File: src/design/dehs_pkg.sv
// ----------------------------------------------------------------------------
// dehs_pkg
// types and constants shared by the drive enable and homing sequencer
// ----------------------------------------------------------------------------
package dehs_pkg;

	// sequencer steps
	typedef enum logic [3:0] {
		ST_IDLE     = 4'd0,
		ST_CW134    = 4'd1,
		ST_FR_READY = 4'd2,
		ST_MODE_MSG = 4'd3,
		ST_MODE_CHG = 4'd4,
		ST_CW7      = 4'd5,
		ST_CW15     = 4'd6,
		ST_CW31     = 4'd7,
		ST_HOME     = 4'd8
	} step_t;

	// request being served
	typedef enum logic [1:0] {
		REQ_NONE     = 2'd0,
		REQ_FAULT    = 2'd1,
		REQ_HOMING   = 2'd2,
		REQ_POSITION = 2'd3
	} req_t;

	// what one item does to the sequence
	typedef enum logic [2:0] {
		ACT_NONE,
		ACT_FINISH,
		ACT_SEND_CW,
		ACT_ENTER_MODE,
		ACT_FR_READY,
		ACT_MODE_CMD,
		ACT_HOME_WAIT
	} act_t;

	// item op codes
	localparam logic [2:0] OP_TICK        = 3'd0;
	localparam logic [2:0] OP_STATUS      = 3'd1;
	localparam logic [2:0] OP_MODE        = 3'd2;
	localparam logic [2:0] OP_FAULT_RESET = 3'd3;
	localparam logic [2:0] OP_HOMING      = 3'd4;
	localparam logic [2:0] OP_POSITION    = 3'd5;

	// decoded drive states
	localparam logic [3:0] DS_NOT_READY  = 4'd0;
	localparam logic [3:0] DS_DISABLED   = 4'd1;
	localparam logic [3:0] DS_READY      = 4'd2;
	localparam logic [3:0] DS_ON         = 4'd3;
	localparam logic [3:0] DS_ENABLED    = 4'd4;
	localparam logic [3:0] DS_QUICKSTOP  = 4'd5;
	localparam logic [3:0] DS_FAULT_REAC = 4'd6;
	localparam logic [3:0] DS_FAULT      = 4'd7;
	localparam logic [3:0] DS_UNDEFINED  = 4'd8;

	// status word decode masks and patterns
	localparam logic [15:0] SW_MASK_A      = 16'b0000_0000_0100_1111;
	localparam logic [15:0] SW_MASK_B      = 16'b0000_0000_0110_1111;
	localparam logic [15:0] SW_NOT_READY   = 16'h0000;
	localparam logic [15:0] SW_DISABLED    = 16'h0040;
	localparam logic [15:0] SW_READY       = 16'b0000_0000_0010_0001;
	localparam logic [15:0] SW_ON          = 16'h0023;
	localparam logic [15:0] SW_ENABLED     = 16'h0027;
	localparam logic [15:0] SW_QUICKSTOP   = 16'h0007;
	localparam logic [15:0] SW_FAULT_REAC  = 16'h000F;
	localparam logic [15:0] SW_FAULT       = 16'b0000_0000_0000_1000;
	localparam logic [15:0] SW_HOME_DONE   = 16'b0001_0000_0000_0000;
	localparam logic [15:0] SW_HOME_ERROR  = 16'b0010_0000_0000_0000;

	// control words
	localparam logic [15:0] CW_FAULT_RESET = 16'd134;
	localparam logic [15:0] CW_SWITCH_ON   = 16'd7;
	localparam logic [15:0] CW_ENABLE_OP   = 16'd15;
	localparam logic [15:0] CW_HOME_START  = 16'd31;

	// configuration register indexes and reset values
	localparam int unsigned CFG_IDX_W = 2;
	localparam logic [CFG_IDX_W-1:0] CFG_WAIT_LIMIT    = 2'd0;
	localparam logic [CFG_IDX_W-1:0] CFG_HOMING_MODE   = 2'd1;
	localparam logic [CFG_IDX_W-1:0] CFG_POSITION_MODE = 2'd2;
	localparam logic [15:0]        WAIT_LIMIT_RST    = 16'd5000;
	localparam logic signed [7:0]  HOMING_MODE_RST   = 8'sd6;
	localparam logic signed [7:0]  POSITION_MODE_RST = 8'sd8;
	localparam logic [15:0]        WAIT_COUNT_MAX    = 16'hFFFF;

	typedef struct packed {
		logic [15:0]       wait_limit_ticks;
		logic signed [7:0] homing_mode_code;
		logic signed [7:0] position_mode_code;
	} cfg_t;

	typedef struct packed {
		step_t             seq_step;
		req_t              active_request;
		logic [3:0]        cur_state;
		logic [15:0]       cur_status;
		logic [3:0]        snap_state;
		logic [15:0]       snap_status;
		logic signed [7:0] cur_mode;
		logic signed [7:0] snap_mode;
		logic [15:0]       wait_count;
		logic              homed;
	} seq_state_t;

	typedef struct packed {
		logic              control_valid;
		logic [15:0]       control_word_out;
		logic              mode_valid;
		logic signed [7:0] mode_out;
		logic              reply_valid;
		logic              reply_ok;
		logic [3:0]        drive_state;
		logic              busy_res;
	} result_t;

endpackage

File: src/design/dehs_cmd_if.sv
// ----------------------------------------------------------------------------
// dehs_cmd_if
// event item channel into the sequencer
// ----------------------------------------------------------------------------
interface dehs_cmd_if;
	logic              valid;
	logic              ready;
	logic [2:0]        op;
	logic [15:0]       status_in;
	logic signed [7:0] mode_display;

	modport source (output valid, output op, output status_in, output mode_display,
		input ready);
	modport sink (input valid, input op, input status_in, input mode_display,
		output ready);
endinterface

File: src/design/dehs_res_if.sv
// ----------------------------------------------------------------------------
// dehs_res_if
// result item channel out of the sequencer
// ----------------------------------------------------------------------------
interface dehs_res_if;
	logic              valid;
	logic              ready;
	logic              control_valid;
	logic [15:0]       control_word_out;
	logic              mode_valid;
	logic signed [7:0] mode_out;
	logic              reply_valid;
	logic              reply_ok;
	logic [3:0]        drive_state;
	logic              busy_res;

	modport source (output valid, output control_valid, output control_word_out,
		output mode_valid, output mode_out, output reply_valid, output reply_ok,
		output drive_state, output busy_res, input ready);
	modport sink (input valid, input control_valid, input control_word_out,
		input mode_valid, input mode_out, input reply_valid, input reply_ok,
		input drive_state, input busy_res, output ready);
endinterface

File: src/design/dehs_cfg_if.sv
// ----------------------------------------------------------------------------
// dehs_cfg_if
// configuration register write channel
// ----------------------------------------------------------------------------
interface dehs_cfg_if;
	logic                             valid;
	logic                             ready;
	logic [dehs_pkg::CFG_IDX_W-1:0]   index;
	logic [15:0]                      data;

	modport source (output valid, output index, output data, input ready);
	modport sink (input valid, input index, input data, output ready);
endinterface

File: src/design/drive_enable_homing_sequencer.sv
// ----------------------------------------------------------------------------
// drive_enable_homing_sequencer
// Master-side sequencer for a CiA 402 style drive. Each event item (tick,
// status word, mode display, or a fault reset / homing / position request)
// yields exactly one result item carrying the control word or mode command
// to send, the reply of a finished request, the decoded drive state and the
// busy flag. An item is taken into an input register, evaluated in one pass
// of combinational logic against the sequencer state and written to a result
// register once that register is free or its item is being taken, so the
// block accepts one item per clock cycle while the result sink keeps up.
// The input channel stalls only while the result register holds an item the
// sink has not taken and another item already waits in the input register.
// Requests that arrive while a sequence runs are dropped, and op codes 6 and 7
// change nothing. Configuration writes are always accepted and must only
// occur while idle.
// ----------------------------------------------------------------------------
module drive_enable_homing_sequencer (
	input  logic         clk,
	input  logic         arst_n,
	dehs_cmd_if.sink     cmd,
	dehs_res_if.source   res,
	dehs_cfg_if.sink     cfg
);

	// input register stage
	logic              valid_s1;
	logic [2:0]        op_s1;
	logic [15:0]       status_s1;
	logic signed [7:0] mode_s1;

	// sequencer state and configuration
	dehs_pkg::seq_state_t state_q;
	dehs_pkg::seq_state_t state_nxt;
	dehs_pkg::cfg_t       cfg_q;

	// result register
	logic              res_valid_q;
	dehs_pkg::result_t res_q;
	dehs_pkg::result_t step_res;

	// item in stage one moves on when the result register is free or draining
	logic advance;

	assign advance   = valid_s1 && (!res_valid_q || res.ready);
	assign cmd.ready = !valid_s1 || advance;
	assign cfg.ready = 1'b1;

	// configuration registers
	always_ff @(posedge clk or negedge arst_n) begin
		if (!arst_n) begin
			cfg_q.wait_limit_ticks   <= dehs_pkg::WAIT_LIMIT_RST;
			cfg_q.homing_mode_code   <= dehs_pkg::HOMING_MODE_RST;
			cfg_q.position_mode_code <= dehs_pkg::POSITION_MODE_RST;
		end else if (cfg.valid && cfg.ready) begin
			case (cfg.index)
				dehs_pkg::CFG_WAIT_LIMIT:    cfg_q.wait_limit_ticks   <= cfg.data;
				dehs_pkg::CFG_HOMING_MODE:   cfg_q.homing_mode_code   <= signed'(cfg.data[7:0]);
				dehs_pkg::CFG_POSITION_MODE: cfg_q.position_mode_code <= signed'(cfg.data[7:0]);
				default: ;
			endcase
		end
	end

	// input stage valid
	always_ff @(posedge clk or negedge arst_n) begin
		if (!arst_n) begin
			valid_s1 <= 1'b0;
		end else if (cmd.ready) begin
			valid_s1 <= cmd.valid;
		end
	end

	// input stage payload
	always_ff @(posedge clk) begin
		if (cmd.valid && cmd.ready) begin
			op_s1     <= cmd.op;
			status_s1 <= cmd.status_in;
			mode_s1   <= cmd.mode_display;
		end
	end

	// one sequencer step per item
	dehs_step u_step (
		.st           (state_q),
		.cfg          (cfg_q),
		.op           (op_s1),
		.status_in    (status_s1),
		.mode_display (mode_s1),
		.st_nxt       (state_nxt),
		.result       (step_res)
	);

	// sequencer state commits when its item moves to the result register
	always_ff @(posedge clk or negedge arst_n) begin
		if (!arst_n) begin
			state_q.seq_step       <= dehs_pkg::ST_IDLE;
			state_q.active_request <= dehs_pkg::REQ_NONE;
			state_q.cur_state      <= dehs_pkg::DS_NOT_READY;
			state_q.cur_status     <= '0;
			state_q.snap_state     <= '0;
			state_q.snap_status    <= '0;
			state_q.cur_mode       <= '0;
			state_q.snap_mode      <= '0;
			state_q.wait_count     <= '0;
			state_q.homed          <= 1'b0;
		end else if (advance) begin
			state_q <= state_nxt;
		end
	end

	// result register valid
	always_ff @(posedge clk or negedge arst_n) begin
		if (!arst_n) begin
			res_valid_q <= 1'b0;
		end else if (advance) begin
			res_valid_q <= 1'b1;
		end else if (res.ready) begin
			res_valid_q <= 1'b0;
		end
	end

	// result register payload
	always_ff @(posedge clk) begin
		if (advance) begin
			res_q <= step_res;
		end
	end

	assign res.valid            = res_valid_q;
	assign res.control_valid    = res_q.control_valid;
	assign res.control_word_out = res_q.control_word_out;
	assign res.mode_valid       = res_q.mode_valid;
	assign res.mode_out         = res_q.mode_out;
	assign res.reply_valid      = res_q.reply_valid;
	assign res.reply_ok         = res_q.reply_ok;
	assign res.drive_state      = res_q.drive_state;
	assign res.busy_res         = res_q.busy_res;

	// a finished request always leaves the sequencer idle
	assert property (@(posedge clk) disable iff (!arst_n)
		res_valid_q && res_q.reply_valid |-> !res_q.busy_res)
		else $error("reply given while sequence still busy");

	// a control word and a mode command never go out together
	assert property (@(posedge clk) disable iff (!arst_n)
		res_valid_q |-> !(res_q.control_valid && res_q.mode_valid))
		else $error("control word and mode command in one item");

	// idle sequencer holds no request
	assert property (@(posedge clk) disable iff (!arst_n)
		state_q.seq_step == dehs_pkg::ST_IDLE |-> state_q.active_request == dehs_pkg::REQ_NONE)
		else $error("request left active while idle");

	// homing done is sticky
	assert property (@(posedge clk) disable iff (!arst_n)
		state_q.homed |=> state_q.homed)
		else $error("homed flag cleared");

	// an empty result register never stalls the input
	assert property (@(posedge clk) disable iff (!arst_n)
		!res_valid_q |-> cmd.ready)
		else $error("input stalled with empty result register");

endmodule

File: src/design/dehs_step.sv
// ----------------------------------------------------------------------------
// dehs_step
// combinational step of the sequencer: one item against the current state
// ----------------------------------------------------------------------------
module dehs_step (
	input  dehs_pkg::seq_state_t st,
	input  dehs_pkg::cfg_t       cfg,
	input  logic [2:0]           op,
	input  logic [15:0]          status_in,
	input  logic signed [7:0]    mode_display,
	output dehs_pkg::seq_state_t st_nxt,
	output dehs_pkg::result_t    result
);

	function automatic logic [3:0] decode_state(input logic [15:0] sw);
		logic [15:0] a;
		logic [15:0] b;
		a = sw & dehs_pkg::SW_MASK_A;
		b = sw & dehs_pkg::SW_MASK_B;
		if (a == dehs_pkg::SW_NOT_READY)       return dehs_pkg::DS_NOT_READY;
		else if (a == dehs_pkg::SW_DISABLED)   return dehs_pkg::DS_DISABLED;
		else if (b == dehs_pkg::SW_READY)      return dehs_pkg::DS_READY;
		else if (b == dehs_pkg::SW_ON)         return dehs_pkg::DS_ON;
		else if (b == dehs_pkg::SW_ENABLED)    return dehs_pkg::DS_ENABLED;
		else if (b == dehs_pkg::SW_QUICKSTOP)  return dehs_pkg::DS_QUICKSTOP;
		else if (a == dehs_pkg::SW_FAULT_REAC) return dehs_pkg::DS_FAULT_REAC;
		else if (a == dehs_pkg::SW_FAULT)      return dehs_pkg::DS_FAULT;
		else                                   return dehs_pkg::DS_UNDEFINED;
	endfunction

	logic [3:0]         new_state;
	logic [15:0]        new_status;
	logic signed [7:0]  new_mode;
	logic signed [7:0]  target;
	logic [15:0]        wc_inc;
	logic               cw_step;
	logic               waiting;
	logic               timeout;
	logic               home_ok;
	logic               home_fail;

	dehs_pkg::act_t     act;
	logic               act_ok;
	logic [15:0]        act_word;
	dehs_pkg::step_t    act_step;
	logic               load_req;
	dehs_pkg::req_t     new_req;
	logic               set_homed;
	logic               cw_end;
	logic               cw_ok;

	assign new_status = (op == dehs_pkg::OP_STATUS) ? status_in : st.cur_status;
	assign new_state  = (op == dehs_pkg::OP_STATUS) ? decode_state(status_in) : st.cur_state;
	assign new_mode   = (op == dehs_pkg::OP_MODE) ? mode_display : st.cur_mode;
	assign target     = (st.active_request == dehs_pkg::REQ_HOMING) ?
		cfg.homing_mode_code : cfg.position_mode_code;

	assign wc_inc  = (st.wait_count == dehs_pkg::WAIT_COUNT_MAX) ?
		st.wait_count : st.wait_count + 16'd1;
	assign cw_step = (st.seq_step == dehs_pkg::ST_CW134) || (st.seq_step == dehs_pkg::ST_CW7) ||
		(st.seq_step == dehs_pkg::ST_CW15) || (st.seq_step == dehs_pkg::ST_CW31);
	assign waiting = cw_step || (st.seq_step == dehs_pkg::ST_FR_READY) ||
		(st.seq_step == dehs_pkg::ST_MODE_MSG) || (st.seq_step == dehs_pkg::ST_MODE_CHG);
	assign timeout = (wc_inc >= cfg.wait_limit_ticks);

	assign home_ok   = (new_status & dehs_pkg::SW_HOME_DONE) != 16'd0;
	assign home_fail = ((new_status & dehs_pkg::SW_HOME_ERROR) != 16'd0) ||
		(new_state == dehs_pkg::DS_FAULT);

	// decide what this item does
	always_comb begin
		act       = dehs_pkg::ACT_NONE;
		act_ok    = 1'b0;
		act_word  = '0;
		act_step  = dehs_pkg::ST_IDLE;
		load_req  = 1'b0;
		new_req   = dehs_pkg::REQ_NONE;
		set_homed = 1'b0;
		cw_end    = 1'b0;
		cw_ok     = 1'b0;

		case (op)
			dehs_pkg::OP_TICK: begin
				if (waiting && timeout) begin
					if (cw_step) cw_end = 1'b1;
					else act = dehs_pkg::ACT_FINISH;
				end
			end
			dehs_pkg::OP_STATUS: begin
				if (cw_step) begin
					if (new_state != st.snap_state || new_status != st.snap_status) begin
						cw_end = 1'b1;
						cw_ok  = 1'b1;
					end
				end else if (st.seq_step == dehs_pkg::ST_FR_READY) begin
					if (new_state == dehs_pkg::DS_READY) begin
						act    = dehs_pkg::ACT_FINISH;
						act_ok = 1'b1;
					end
				end else if (st.seq_step == dehs_pkg::ST_HOME) begin
					if (home_ok) begin
						act       = dehs_pkg::ACT_FINISH;
						act_ok    = 1'b1;
						set_homed = 1'b1;
					end else if (home_fail) begin
						act = dehs_pkg::ACT_FINISH;
					end
				end
			end
			dehs_pkg::OP_MODE: begin
				if (st.seq_step == dehs_pkg::ST_MODE_MSG) begin
					if (new_mode == target) begin
						act      = dehs_pkg::ACT_SEND_CW;
						act_word = dehs_pkg::CW_SWITCH_ON;
						act_step = dehs_pkg::ST_CW7;
					end else begin
						act = dehs_pkg::ACT_MODE_CMD;
					end
				end else if (st.seq_step == dehs_pkg::ST_MODE_CHG) begin
					if (new_mode != st.snap_mode) begin
						if (new_mode == target) begin
							act      = dehs_pkg::ACT_SEND_CW;
							act_word = dehs_pkg::CW_SWITCH_ON;
							act_step = dehs_pkg::ST_CW7;
						end else begin
							act = dehs_pkg::ACT_FINISH;
						end
					end
				end
			end
			dehs_pkg::OP_FAULT_RESET: begin
				if (st.seq_step == dehs_pkg::ST_IDLE) begin
					if (new_state != dehs_pkg::DS_FAULT) begin
						act    = dehs_pkg::ACT_FINISH;
						act_ok = 1'b1;
					end else begin
						load_req = 1'b1;
						new_req  = dehs_pkg::REQ_FAULT;
						act      = dehs_pkg::ACT_SEND_CW;
						act_word = dehs_pkg::CW_FAULT_RESET;
						act_step = dehs_pkg::ST_CW134;
					end
				end
			end
			dehs_pkg::OP_HOMING, dehs_pkg::OP_POSITION: begin
				if (st.seq_step == dehs_pkg::ST_IDLE) begin
					if (op == dehs_pkg::OP_POSITION && !st.homed) begin
						act = dehs_pkg::ACT_FINISH;
					end else begin
						load_req = 1'b1;
						new_req  = (op == dehs_pkg::OP_HOMING) ?
							dehs_pkg::REQ_HOMING : dehs_pkg::REQ_POSITION;
						if (new_state == dehs_pkg::DS_READY) begin
							act = dehs_pkg::ACT_ENTER_MODE;
						end else begin
							act      = dehs_pkg::ACT_SEND_CW;
							act_word = dehs_pkg::CW_FAULT_RESET;
							act_step = dehs_pkg::ST_CW134;
						end
					end
				end
			end
			default: ;
		endcase

		// end of a control word wait chains into the next step or finishes the request
		if (cw_end) begin
			if (!cw_ok) begin
				act    = dehs_pkg::ACT_FINISH;
				act_ok = 1'b0;
			end else begin
				case (st.seq_step)
					dehs_pkg::ST_CW134: begin
						if (st.active_request == dehs_pkg::REQ_FAULT) begin
							if (new_state == dehs_pkg::DS_DISABLED) begin
								act = dehs_pkg::ACT_FR_READY;
							end else begin
								act    = dehs_pkg::ACT_FINISH;
								act_ok = (new_state == dehs_pkg::DS_READY);
							end
						end else if (new_state == dehs_pkg::DS_READY ||
							new_state == dehs_pkg::DS_DISABLED) begin
							act = dehs_pkg::ACT_ENTER_MODE;
						end else begin
							act = dehs_pkg::ACT_FINISH;
						end
					end
					dehs_pkg::ST_CW7: begin
						act      = dehs_pkg::ACT_SEND_CW;
						act_word = dehs_pkg::CW_ENABLE_OP;
						act_step = dehs_pkg::ST_CW15;
					end
					dehs_pkg::ST_CW15: begin
						if (st.active_request == dehs_pkg::REQ_HOMING) begin
							act      = dehs_pkg::ACT_SEND_CW;
							act_word = dehs_pkg::CW_HOME_START;
							act_step = dehs_pkg::ST_CW31;
						end else begin
							act    = dehs_pkg::ACT_FINISH;
							act_ok = 1'b1;
						end
					end
					dehs_pkg::ST_CW31: begin
						if (home_ok) begin
							act       = dehs_pkg::ACT_FINISH;
							act_ok    = 1'b1;
							set_homed = 1'b1;
						end else if (home_fail) begin
							act = dehs_pkg::ACT_FINISH;
						end else begin
							act = dehs_pkg::ACT_HOME_WAIT;
						end
					end
					default: begin
						act    = dehs_pkg::ACT_FINISH;
						act_ok = 1'b0;
					end
				endcase
			end
		end
	end

	// next state
	always_comb begin
		st_nxt = st;
		if (op == dehs_pkg::OP_STATUS) begin
			st_nxt.cur_status = new_status;
			st_nxt.cur_state  = new_state;
		end
		if (op == dehs_pkg::OP_MODE) st_nxt.cur_mode = new_mode;
		if (op == dehs_pkg::OP_TICK && waiting) st_nxt.wait_count = wc_inc;
		if (load_req) st_nxt.active_request = new_req;

		case (act)
			dehs_pkg::ACT_FINISH: begin
				st_nxt.seq_step       = dehs_pkg::ST_IDLE;
				st_nxt.active_request = dehs_pkg::REQ_NONE;
			end
			dehs_pkg::ACT_SEND_CW: begin
				st_nxt.snap_state  = new_state;
				st_nxt.snap_status = new_status;
				st_nxt.wait_count  = '0;
				st_nxt.seq_step    = act_step;
			end
			dehs_pkg::ACT_ENTER_MODE: begin
				st_nxt.wait_count = '0;
				st_nxt.seq_step   = dehs_pkg::ST_MODE_MSG;
			end
			dehs_pkg::ACT_FR_READY: begin
				st_nxt.wait_count = '0;
				st_nxt.seq_step   = dehs_pkg::ST_FR_READY;
			end
			dehs_pkg::ACT_MODE_CMD: begin
				st_nxt.snap_mode  = new_mode;
				st_nxt.wait_count = '0;
				st_nxt.seq_step   = dehs_pkg::ST_MODE_CHG;
			end
			dehs_pkg::ACT_HOME_WAIT: begin
				st_nxt.seq_step = dehs_pkg::ST_HOME;
			end
			default: ;
		endcase

		if (set_homed) st_nxt.homed = 1'b1;
	end

	// result fields
	always_comb begin
		result.control_valid    = (act == dehs_pkg::ACT_SEND_CW);
		result.control_word_out = (act == dehs_pkg::ACT_SEND_CW) ? act_word : '0;
		result.mode_valid       = (act == dehs_pkg::ACT_MODE_CMD);
		result.mode_out         = (act == dehs_pkg::ACT_MODE_CMD) ? target : '0;
		result.reply_valid      = (act == dehs_pkg::ACT_FINISH);
		result.reply_ok         = (act == dehs_pkg::ACT_FINISH) && act_ok;
		result.drive_state      = new_state;
		result.busy_res         = (st_nxt.seq_step != dehs_pkg::ST_IDLE);
	end

endmodule
File: src/flat_wrapper.sv
// flat-port wrapper written by rule: the top's interface ports become plain ports
module drive_enable_homing_sequencer_flat 
  (clk, arst_n, cmd_valid, cmd_op, cmd_status_in, cmd_mode_display, cmd_ready, res_valid, res_control_valid, res_control_word_out, res_mode_valid, res_mode_out, res_reply_valid, res_reply_ok, res_drive_state, res_busy_res, res_ready, cfg_valid, cfg_index, cfg_data, cfg_ready);
  dehs_cmd_if cmd_i ();
  dehs_res_if res_i ();
  dehs_cfg_if cfg_i ();
  input  logic clk;
  input  logic arst_n;
  input wire logic [$bits(cmd_i.valid)-1:0] cmd_valid;
  input wire logic [$bits(cmd_i.op)-1:0] cmd_op;
  input wire logic [$bits(cmd_i.status_in)-1:0] cmd_status_in;
  input wire logic [$bits(cmd_i.mode_display)-1:0] cmd_mode_display;
  output wire logic [$bits(cmd_i.ready)-1:0] cmd_ready;
  output wire logic [$bits(res_i.valid)-1:0] res_valid;
  output wire logic [$bits(res_i.control_valid)-1:0] res_control_valid;
  output wire logic [$bits(res_i.control_word_out)-1:0] res_control_word_out;
  output wire logic [$bits(res_i.mode_valid)-1:0] res_mode_valid;
  output wire logic [$bits(res_i.mode_out)-1:0] res_mode_out;
  output wire logic [$bits(res_i.reply_valid)-1:0] res_reply_valid;
  output wire logic [$bits(res_i.reply_ok)-1:0] res_reply_ok;
  output wire logic [$bits(res_i.drive_state)-1:0] res_drive_state;
  output wire logic [$bits(res_i.busy_res)-1:0] res_busy_res;
  input wire logic [$bits(res_i.ready)-1:0] res_ready;
  input wire logic [$bits(cfg_i.valid)-1:0] cfg_valid;
  input wire logic [$bits(cfg_i.index)-1:0] cfg_index;
  input wire logic [$bits(cfg_i.data)-1:0] cfg_data;
  output wire logic [$bits(cfg_i.ready)-1:0] cfg_ready;
  assign cmd_i.valid = cmd_valid;
  assign cmd_i.op = cmd_op;
  assign cmd_i.status_in = cmd_status_in;
  assign cmd_i.mode_display = cmd_mode_display;
  assign cmd_ready = cmd_i.ready;
  assign res_valid = res_i.valid;
  assign res_control_valid = res_i.control_valid;
  assign res_control_word_out = res_i.control_word_out;
  assign res_mode_valid = res_i.mode_valid;
  assign res_mode_out = res_i.mode_out;
  assign res_reply_valid = res_i.reply_valid;
  assign res_reply_ok = res_i.reply_ok;
  assign res_drive_state = res_i.drive_state;
  assign res_busy_res = res_i.busy_res;
  assign res_i.ready = res_ready;
  assign cfg_i.valid = cfg_valid;
  assign cfg_i.index = cfg_index;
  assign cfg_i.data = cfg_data;
  assign cfg_ready = cfg_i.ready;
  drive_enable_homing_sequencer u_core (.clk(clk), .arst_n(arst_n), .cmd(cmd_i), .res(res_i), .cfg(cfg_i));
endmodule
File: config.mk
export PLATFORM = sky130hd
export DESIGN_NAME = drive_enable_homing_sequencer_flat
export DESIGN_NICKNAME = d
export VERILOG_FILES = /design/src/design/dehs_pkg.sv /design/src/design/dehs_cmd_if.sv /design/src/design/dehs_res_if.sv /design/src/design/dehs_cfg_if.sv /design/src/design/drive_enable_homing_sequencer.sv /design/src/design/dehs_step.sv /design/src/flat_wrapper.sv
export SDC_FILE = /design/constraint.sdc
export NUM_CORES = 1
export LEC_CHECK = 0
export ABC_AREA = 1
export ABC_CLOCK_PERIOD_IN_PS = 10600
export BUFFER_PORTS_ARGS = -buffer_cell sky130_fd_sc_hd__buf_4
export CAP_MARGIN = 25
export CORE_ASPECT_RATIO = 0.8
export CORE_MARGIN = 5
export CORE_UTILIZATION = 67
export CTS_BUF_LIST = sky130_fd_sc_hd__clkbuf_8
export CTS_CLUSTER_DIAMETER = 40
export DETAILED_ROUTE_END_ITERATION = 6
export GPL_TIMING_DRIVEN = 0
export PLACE_DENSITY = 0.89
export REMOVE_ABC_BUFFERS = 1
export SLEW_MARGIN = 20
export SYNTH_ARGS = -nofsm -noshare
export SYNTH_HDL_FRONTEND = slang
export SYNTH_HIERARCHICAL = 1
export SYNTH_SLANG_ARGS = --single-unit
File: constraint.sdc
create_clock -name clk -period 10.6 [get_ports clk]
set_input_delay 1.06 -clock clk [delete_from_list [all_inputs] [get_ports clk]]
set_output_delay 1.06 -clock clk [all_outputs]
set_load 0.005 [all_outputs]
# Word-level counts from Yosys, hierarchy flattened
# Cells that the tools add are included.
dict set report op_classes {
  reduce_logical 40
  n_mux 115
  n_addsub 1
  magnitude_cmp 1
  n_eq_ne 39
}
# op n
set ops {}
lappend ops {{$mux 16} 7}
lappend ops {{$mux 8} 7}
lappend ops {{$mux 3} 18}
lappend ops {{$mux 4} 12}
lappend ops {{$mux 1} 46}
lappend ops {{$pmux 16 s2} 1}
lappend ops {{$mux 2} 13}
lappend ops {{$pmux 4 s6} 1}
lappend ops {{$pmux 8 s3} 1}
lappend ops {{$eq 4x3->1 const B} 5}
lappend ops {{$reduce_and 2->1} 10}
lappend ops {{$eq 6x5->1 const B} 3}
lappend ops {{$add 16x1->16 const B} 1}
lappend ops {{$eq 16x16->1 const B} 1}
lappend ops {{$ge 16x16->1} 1}
lappend ops {{$logic_not 16->1} 1}
lappend ops {{$ne 16x16->1} 1}
lappend ops {{$eq 3x3->1 const B} 5}
lappend ops {{$pmux 3 s5} 1}
lappend ops {{$eq 3x2->1 const B} 4}
lappend ops {{$eq 4x2->1 const B} 3}
lappend ops {{$pmux 3 s4} 1}
lappend ops {{$logic_or 1x1->1} 11}
lappend ops {{$eq 5x4->1 const B} 2}
lappend ops {{25 further kinds} 40}
dict set report totals {
  reg_bits 173
  output_inout_bits 36
}

# Longest topological paths before layout
dict set report logic_depth {
  word_depth 23
  depth_mapped 30
  depth_no_buf 30
}

# Cells and area by module
# Netlist, hierarchy kept.
# mod area_each_um2 instances cells_per_inst
set modules_own_cells {}
lappend modules_own_cells {drive_enable_homing_sequencer 6339.8 1 556}
lappend modules_own_cells {dehs_step 3578.4 1 765}

# Worst setup path before layout
# OpenSTA, ideal clock, no wires.
dict set report synth_path {
  path_kind {register to register}
  startpoint {reg u_core/state_q[1] (netlist bit)}
  endpoint {reg u_core.res_q, in the netlist u_core/res.busy_res (data pin)}
  setup_slack_ns 6.920
  t_required_ns 10.344
  setup_ns 0.256
  arrival_ns 3.424
  synth_period_minus_slack_ns 3.680
  stages_incl_launch_ff 27
  path_cell_list {dfrtp_1 > ha_1 > nand2_1 > nor2_1 > nand3_1 > inv_1 > nand2_1 > nor3_1 > nand2_1 > inv_1 > nor2_1 > xor2_1 > ha_1 > a21oi_1 > o21ai_0 > a21oi_1 > nand3_1 > nand2_1 > nor2_1 > a21oi_1 > nand3_1 > nand2_1 > nand2_1 > nand2_1 > nand2_1 > a21oi_1 > nand2_1}
}
# element line_no
set synth_rtl {}
lappend synth_rtl {{start, declared} drive_enable_homing_sequencer.sv:32} ;# dehs_pkg::seq_state_t state_q;
lappend synth_rtl {{start signal, assigned} drive_enable_homing_sequencer.sv:107} ;# state_q <= state_nxt;
lappend synth_rtl {{end signal, assigned} drive_enable_homing_sequencer.sv:125} ;# res_q <= step_res;
lappend synth_rtl {{end, declared} drive_enable_homing_sequencer.sv:38} ;# dehs_pkg::result_t res_q;

==> results.py <==
metrics = {
    "outcome": {
        "status": "completed",
    },
    "die": {
        "start_util_pct": 68.9,
        "core.rowCount": 39,
        "dieArea_sq_mm": 0.0174,
        "die_h_um": 119,
        "num_io_pins": 86,
        "die_w_um": 146,
        "core_sq_mm": 0.0144,
    },
    "placement": {
        "port_buffers": 84,
        "gp_congestion": 0.875,
        "place_inst": 1537,
        "place_hpwl_um": 15600,
    },
    "sta": {
        "clock_skew_ps": 14.9,
        "rsz0062_at_grt": "false",
        "setup_viol": 0,
        "fin_crit_ps": 4730,
        "tightestPinTransition_ps": 955,
        "post-route-period-util_pct": 44.7,
        "finalHoldViolCount": 0,
        "max-slew-margin-rel_pct": 36.3,
        "hold_ws_ps": 465,
        "drv_slew": 0,
        "tns_ps": 0,
        "fmax_mhz": 211,
    },
    "synthesis": {
        "yosysMostFrequentCell": "nand2_1",
        "synth_top_cell_area_share_pct": 26.5,
        "syn_inst": 1321,
        "syn-cell-area_sq_mm": 0.00992,
        "synth_edf_count": 60,
        "synth_seq_area_share_pct": 46.8,
        "synth_area_leaders": "dfrtp_1 (26%), nand2_1 (19%), edfxtp_1 (18%)",
        "synth_top_area_cell": "dfrtp_1",
        "yosys_warnings": 6,
        "synthTopCellsByCount": "nand2_1 (504), nand3_1 (162), inv_1 (131)",
        "synthArstFlopShare_pct": 65.3,
        "ys_ff_latch": 173,
        "syn_avg_cell_area_sq_um": 7.51,
        "synth_flop_cell": "dfrtp_1",
        "netlist-cell-type-count": 40,
    },
    "clock_network": {
        "numCtsBuffers": 17,
        "clk_pin_slew_ps": 90,
        "postCtsHoldBufs": 0,
        "clkSinkCount": 173,
        "post_cts_buffers": 0,
        "ctsRootBufferMaster": "clkbuf_8",
        "clkLatencyLatePin_ps": 480,
        "htree_levels": 4,
        "cts_buffer_depth": 2,
        "cts_resized": 0,
        "cts_tree": "yes",
    },
    "hold_path": {
        "hold_path_depth": 2,
        "min_path_type": "register to register",
        "hp-start": "u_core/cfg_q[23]",
        "min_to": "u_core/cfg_q[23]",
    },
    "detailed_routing": {
        "route.detailed.drc": 0,
        "vias": 9009,
        "top_layer": "met4",
        "wl_um": 23400,
        "wl_met1_um": 9760,
        "drtAntennaViolNets": 0,
        "drtIter0Drc": 1166,
        "wl_met3_um": 2260,
        "viasPerCell": 5.74,
        "met2_length_um": 10900,
        "drtPass1Iterations": 6,
        "wire_per_inst_um": 14.9,
    },
    "critical_path": {
        "r2r_slack_ps": 5870,
        "worstPathArrival_ps": 5140,
        "start_kind": "register",
        "cp-end-kind": "register",
        "worstPathRequired_ps": 11010,
        "reg2reg_depth": 25,
        "r2r_end": "u_core/state_q[12]",
        "critical_path_class": "register to register",
        "cp_max_fo": 16,
        "r2r-start": "u_core/state_q[1]",
    },
    "grt": {
        "grt-ovfl-total": 0,
        "grt_max_degree": 67,
        "grt_pass1_vias": 8117,
        "grt.total_usage_pct": 26.6,
        "antenna_found_initial": 0,
        "grt_pass1_wl_um": 38100,
    },
    "cells_and_area": {
        "diodes": 0,
        "drive_gt1_share_pct": 11.6,
        "nets": 1440,
        "stdcell_count": 1570,
        "syn_to_final_growth_pct": 10.6,
        "fill_cells": 1036,
    },
    "pwr": {
        "power_density_mw_per_mm2": 212,
        "p_leak_nw": 5.63,
        "irDropWorstVdd_mv": 0.132,
    },
    "run": {
        "cap_violations": 0,
    },
}
[state kept, by name, indices dropped and copies added (netlist names), 3 cells and up]
register / cells
u_core/status_s1: 16
u_core/res.mode_out: 8
u_core/cfg_q: 32
u_core/state_q: 79
u_core/res.control_word_out: 16
u_core/op_s1: 3
u_core/mode_s1: 8
u_core/res.drive_state: 4
[worst max-delay path by stage]
stage	startpoint	end	slack, ps	depth (start not counted)
floorplan	res_ready	u_core/res.busy_res	6570	4
global placement	u_core/valid_s1	u_core/res.mode_out[2]	4600	2
global route	u_core/state_q[1]	u_core/state_q[12]	5540	25
finish	u_core/state_q[1]	u_core/state_q[12]	5870	25
CTS	u_core/state_q[1]	u_core/state_q[12]	6020	25
detailed placement	u_core/state_q[1]	u_core/state_q[12]	6090	25
[logic make-up after synthesis]
group	synth area share, %
AO/OA/AOI/OAI	5.26
buffers and inverters	9.30
flip-flops	46.8
multiplexers	0.114
other	0.0757
AND/OR/NAND/NOR	35.8
adder cells (fa/ha/maj)	2.14
XOR/XNOR	0.530
[area by class of cell]
cell class | instances | area (sq um) | share of cell area (%)
Clock inverter | 13 | 153 | 1.39
Clock buffer | 19 | 262 | 2.38
Multi-Input combinational cell | 956 | 4400 | 40.2
Inverter | 136 | 510 | 4.66
Tap cell | 184 | 230 | 2.10
Sequential cell | 173 | 4640 | 42.3
Timing Repair Buffer | 89 | 764 | 6.97
[layout by cell type (no fill, tap or decap), types with 9 or more instances in the layout]
master and n:
a21oi_1 26, buf_4 83, clkbuf_8 19, conb_1 11
dfrtp_1 104, edfxtp_1 60, ha_1 17, inv_1 134
nand2_1 503, nand3_1 162, nand3b_1 9, nand4_1 27
nor2_1 72, nor2_2 11, nor3_1 18, o21ai_0 49
o21ai_1 12
[per-layer routing]
metal / GRT usage [%] / vias to the layer above
li1: - / 4346
met1: 37.5 / 4125
met2: 41.4 / 477
met3: 6.30 / 61
met4: 8.23 / 0
met5: 0 / -
[through the flow]
stage	area, sq um	power [mW]	worst slack, ps	utilization [%]
3_3_place_gp	10400	1.76	4600	72.3
2_1_floorplan	9540	1.56	6570	-
6_report	11000	2.32	5870	76.2
3_5_place_dp	10500	1.82	6090	73.1
5_1_grt	11000	2.49	5540	76.2
4_1_cts	10900	2.31	6020	76.0
[critical path, stage by stage, from the launching register on]
cell,delay (ps)
dfrtp_1,400
ha_1,190
nand2_1,80
nor2_1,290
nand3_1,180
inv_1,120
nand2_1,100
nor3_1,250
nand2_1,270
inv_1,230
nor2_1,90
xor2_1,220
ha_1,290
a21oi_1,140
o21ai_0,110
a21oi_1,190
nand3_1,150
nand2_1,120
nor2_1,50
a21oi_1,190
nand3_1,170
nand3_2,130
nand4_4,280
a21oi_1,250
nand3_1,90
nand2_1,90
[where the power goes]
part,total [mW],leakage [nW],switching [mW],internal (mW)
Combinational,0.869,3.36,0.559,0.310
Clock,0.486,0.221,0.243,0.244
Sequential,0.967,2.05,0.109,0.858
Note: power is estimated with default switching activity, not from simulation.
